$ cat src/rtl/slcdl_pkg.sv
// ----------------------------------------------------------------------------
// slcdl_pkg
// Shared widths, command and register codes, and the controller/datapath
// interface types for the slewed circular delay line.
// ----------------------------------------------------------------------------
`default_nettype none

package slcdl_pkg;

  localparam int DEF_MAX_DEPTH   = 4096;
  localparam int DEF_SAMPLE_BITS = 32;

  localparam int CMD_W      = 2;
  localparam int CAP_W      = 13;
  localparam int DLY_W      = 12;
  localparam int PEEK_W     = 12;
  localparam int OUT_W      = 32;
  localparam int CFG_IDX_W  = 2;
  localparam int CFG_DATA_W = 13;
  localparam int CAP_RESET  = 4096;

  localparam logic [CMD_W-1:0] CMD_PROCESS = 2'd0;
  localparam logic [CMD_W-1:0] CMD_PEEK    = 2'd1;
  localparam logic [CMD_W-1:0] CMD_CLEAR   = 2'd2;
  localparam logic [CMD_W-1:0] CMD_RESTART = 2'd3;

  localparam logic [CFG_IDX_W-1:0] REG_CAPACITY = 2'd0;
  localparam logic [CFG_IDX_W-1:0] REG_TARGET   = 2'd1;

  typedef struct packed {
    logic item_load;  // word accepted: step delay, write/read store
    logic clr_write;  // zero one store entry, advance sweep address
    logic clr_done;   // last entry of a sweep
    logic snap;       // restart: delay takes the target at end of sweep
    logic res_load;   // result register takes the pending result
  } slcdl_ctl_t;

  typedef struct packed {
    logic sweep_last;
  } slcdl_stat_t;

endpackage

`default_nettype wire

$ cat src/rtl/slcdl_ctrl.sv
// ----------------------------------------------------------------------------
// slcdl_ctrl
// Sequencer: store sweep after reset and on clear/restart, word acceptance
// and result hand-off to the output register.
// ----------------------------------------------------------------------------
`default_nettype none

module slcdl_ctrl
  import slcdl_pkg::*;
(
  input  wire logic             clk,
  input  wire logic             rst,
  input  wire logic             in_valid,
  output logic                  in_ready,
  input  wire logic [CMD_W-1:0] cmd,
  output logic                  out_valid,
  input  wire logic             out_ready,
  input  wire slcdl_stat_t      stat,
  output slcdl_ctl_t            ctl
);

  typedef enum logic [1:0] {ST_CLR, ST_IDLE, ST_RES} state_t;

  state_t state;
  logic   clr_item;
  logic   snap_pend;
  logic   out_free;

  assign in_ready = (state == ST_IDLE);
  assign out_free = !out_valid || out_ready;

  always_comb begin
    ctl           = '0;
    ctl.item_load = in_valid && (state == ST_IDLE);
    ctl.clr_write = (state == ST_CLR);
    ctl.clr_done  = (state == ST_CLR) && stat.sweep_last;
    ctl.snap      = (state == ST_CLR) && stat.sweep_last && snap_pend;
    ctl.res_load  = (state == ST_RES) && out_free;
  end

  always_ff @(posedge clk) begin
    if (rst) begin
      state     <= ST_CLR;
      clr_item  <= 1'b0;
      snap_pend <= 1'b0;
      out_valid <= 1'b0;
    end else begin
      if (ctl.res_load) begin
        out_valid <= 1'b1;
      end else if (out_ready) begin
        out_valid <= 1'b0;
      end
      case (state)
        ST_CLR: begin
          if (stat.sweep_last) begin
            state <= clr_item ? ST_RES : ST_IDLE;
          end
        end
        ST_IDLE: begin
          if (in_valid) begin
            case (cmd) inside
              CMD_CLEAR, CMD_RESTART: begin
                state     <= ST_CLR;
                clr_item  <= 1'b1;
                snap_pend <= (cmd == CMD_RESTART);
              end
              default: begin
                state    <= ST_RES;
                clr_item <= 1'b0;
              end
            endcase
          end
        end
        ST_RES: begin
          if (out_free) begin
            state <= ST_IDLE;
          end
        end
        default: state <= ST_IDLE;
      endcase
    end
  end

endmodule

`default_nettype wire

$ cat config.mk
export PLATFORM = sky130hd
export DESIGN_NAME = slcdl_ctrl
export DESIGN_NICKNAME = d
export VERILOG_FILES = /design/src/rtl/slcdl_pkg.sv /design/src/rtl/slcdl_ctrl.sv
export SDC_FILE = /design/constraint.sdc
export NUM_CORES = 1
export LEC_CHECK = 0
export BUFFER_PORTS_ARGS = -buffer_cell sky130_fd_sc_hd__buf_2
export CAP_MARGIN = 5
export CORE_AREA = 2 2 39 41
export DETAILED_ROUTE_END_ITERATION = 10
export DIE_AREA = 0 0 41 43
export PLACE_DENSITY = 0.43
export SETUP_SLACK_MARGIN = 0.1
export SLEW_MARGIN = 30
export SYNTH_ARGS = -nofsm -noshare
export SYNTH_HDL_FRONTEND = slang
export SYNTH_SLANG_ARGS = --single-unit
$ cat constraint.sdc
create_clock -name clk -period 1.1 [get_ports clk]
set_input_delay 0.22 -clock clk [delete_from_list [all_inputs] [get_ports clk]]
set_output_delay 0.22 -clock clk [all_outputs]
set_load 0.02 [all_outputs]
==> run_results.csv <==
group,metric,value,unit
run,maxCapViolations,0,
placement,portBuffers,13,
layout,area_growth,81.91,%
detailed_routing,routedWlPerCell,10.08,microns
power,power.density,1321,nW/um^2
layout,drive_above_1_share,55.10,%
cts,cts_buffers,3,
logic_synthesis,synth.distinct_cells,17,
logic_synthesis,ys_ff_latch,5,
logic_synthesis,synth-adder-area-share,0,%
timing,final_period_minus_worst_setup_slack,1227,ps
cts,cts_num_sinks,5,
logic_synthesis,syn_area_per_cell,8.892,sq um
floorplan,dieArea,1763,sq um
logic_synthesis,synth-async-reset-ratio,0,%
global_routing,grt_overflow,0,
timing,grt_setup_unrepaired,"yes",
timing,fmax,815.2,MHz
layout,final_common_cell,"buf_2",
worst_setup_path,path_max_fanout,5,
cts,clock_latency,230,ps
logic_synthesis,synthMuxAreaShare,8.040,%
floorplan,die_x,41,microns
worst_setup_path,cp_slowest_cell,"dfxtp_4",
timing,period_share,111.5,%
layout,fill_cells,158,
timing,skew,0.9229,ps
layout,seqCellArea,107.6,sq um
worst_setup_path,worstPathCellList,"nor2_4 > and3_1 > buf_4",
detailed_routing,routed_via_density,4.200,
timing,slew_headroom,82.23,%
logic_synthesis,synth_compound_area_share,12.56,%
floorplan,core_area,1384,sq um
power,irDropWorstVdd,0.0004482,V
logic_synthesis,synth.yosys.seq_area_share,40.20,%
cts,path_clk_slew,40,ps
floorplan,die_h,43,microns
placement,hpwl,448.1,microns
global_routing,track_usage,8.534,%
layout,nets,57,
logic_synthesis,synth-main-ff-cell,"dfxtp_1",
logic_synthesis,syn-num-nets,35,
placement,gp_routability_congestion,0.6661,
global_routing,grt_pass1_vias,254,
timing,fin_ws,-126.6,ps
floorplan,start_util,17.99,%
global_routing,antenna_found_initial,0,
floorplan,ios,14,
timing,hold_viol_final,0,
power,p_total,0.5981,mW
logic_synthesis,yosysWarnings,0,
cts,htreeDepth,1,
logic_synthesis,synth_edf_count,0,
worst_setup_path,startpoint,"state[0]",
run_status,status,"finished with violations",
worst_setup_path,arrival,1010,ps
worst_hold_path,hp-start,"rst",
run_status,failed_checks,"negative setup slack",
cts,root_buffer,"clkbuf_4",
cts,cts_tree,"yes",
detailed_routing,wirelength,655,microns
detailed_routing,vias,273,
worst_setup_path,cp-start-kind,"flop",
detailed_routing,drt_iter0_drc,0,
layout,n_antenna_cell,0,
worst_setup_path,criticalPathCategory,"reg -> out",
timing,tightest_slew,263.8,ps
timing,drv_slew,0,
logic_synthesis,synthXorXnorAreaFrac,0,%
cts,cts_buffer_depth,2,
power,p_leak,0.2274,nW
global_routing,grt_pass1_wl,959,microns
worst_hold_path,hold_class,"in -> reg",
floorplan,row_count,14,
layout,mostFrequentLayoutCells,"buf_2, buf_4, buf_6",
timing,setup_tns,-484.2,ps
global_routing,grt_max_degree,8,
timing,setup_viol,5,
logic_synthesis,yosys.area_share.simple,37.69,%
worst_setup_path,end_kind,"output port",
detailed_routing,route.detailed.drc,0,
worst_setup_path,r2r_start,"state[0]",
worst_setup_path,slowest_delay,350,ps
detailed_routing,antenna_left,0,
detailed_routing,dr.pass1.iters,1,
worst_setup_path,required,880,ps
logic_synthesis,syn_inst,28,
layout,multi_input_area,170.2,sq um
logic_synthesis,synth_area,249.0,sq um
logic_synthesis,synth_top_family_by_area,"simple AND/OR/NAND/NOR gates",
[final timing paths]
check                                  to  slack, ps  depth (start not counted)
worst min-delay path             state[0]        200                          2
worst max-delay path               ctl[1]       -130                          3
worst min register to register  snap_pend        510                          2
worst max register to register   state[1]         10                          5
[metrics by stage]
step,hold slack (ps),std cells,utilization [%],setup slack [ps],area [sq um]
after detailed placement,459.1,57,25.14,92.25,347.8
after global routing,221.4,65,32.73,-187.4,452.9
final,202.6,65,32.73,-126.6,452.9
after global placement,459.9,57,25.14,85.61,347.8
after CTS,199.8,63,30.74,-137.8,425.4
after floorplan,282.0,28,-,68.77,262.8
[area by class of cell]
| class | instances | area share [%] |
|---|---|---|
| flip-flops and latches | 5 | 23.76 |
| well taps | 16 | 4.420 |
| multi-input cells | 22 | 37.57 |
| inverters | 1 | 0.8287 |
| repair buffers | 17 | 27.62 |
| clock buffers | 4 | 5.801 |
[cell families (layout without fill, tap and decap cells)]
logic type / count (synthesis) / count (layout)
AND/OR/NAND/NOR: 15 / 15
AO/OA/AOI/OAI: 5 / 5
flip-flops: 5 / 5
multiplexers: 2 / 2
buffers and inverters: 1 / 22
[sequential cells by signal, indices dropped and copies added, names as in the netlist]
name	count
out_valid	1
state	2
clr_item	1
snap_pend	1
[layer usage]
layer	track usage [%]	wire (microns)	up-vias
met2	12.50	396	4
met4	10.00	0	0
met3	2.094	28	0
li1	-	-	142
met5	0	0	-
met1	8.360	230	127
[synth_stat cells, drive strengths merged (2+ instances only)]
library cell | instances | area share (%)
nand2b | 2 | 5.0
dfxtp | 5 | 40
nor2 | 3 | 4.5
nand3b | 2 | 6.0
nor2b | 2 | 5.0
mux2i | 2 | 8.0
o21ai | 2 | 4.0
[what timing repair did]
item	CTS	global route
setup buffers	2	2
pin swaps	1	4
cloned	0	0
resized for setup	11	5
setup endpoints to repair	7	9
hold buffers	0	0
[worst max-delay path, delay by kind of cell, from the launching register on]
family	cells	cell delay [ps]
buffers and inverters	1	130
DFF	1	350
and+or+nand+nor	2	290
[power by group]
| part | switching [mW] | internal [mW] |
|---|---|---|
| Clock | 0.0665 | 0.137 |
| Sequential | 0.0161 | 0.194 |
| Combinational | 0.0803 | 0.105 |
No activity file was read; power rests on OpenSTA's default activity.
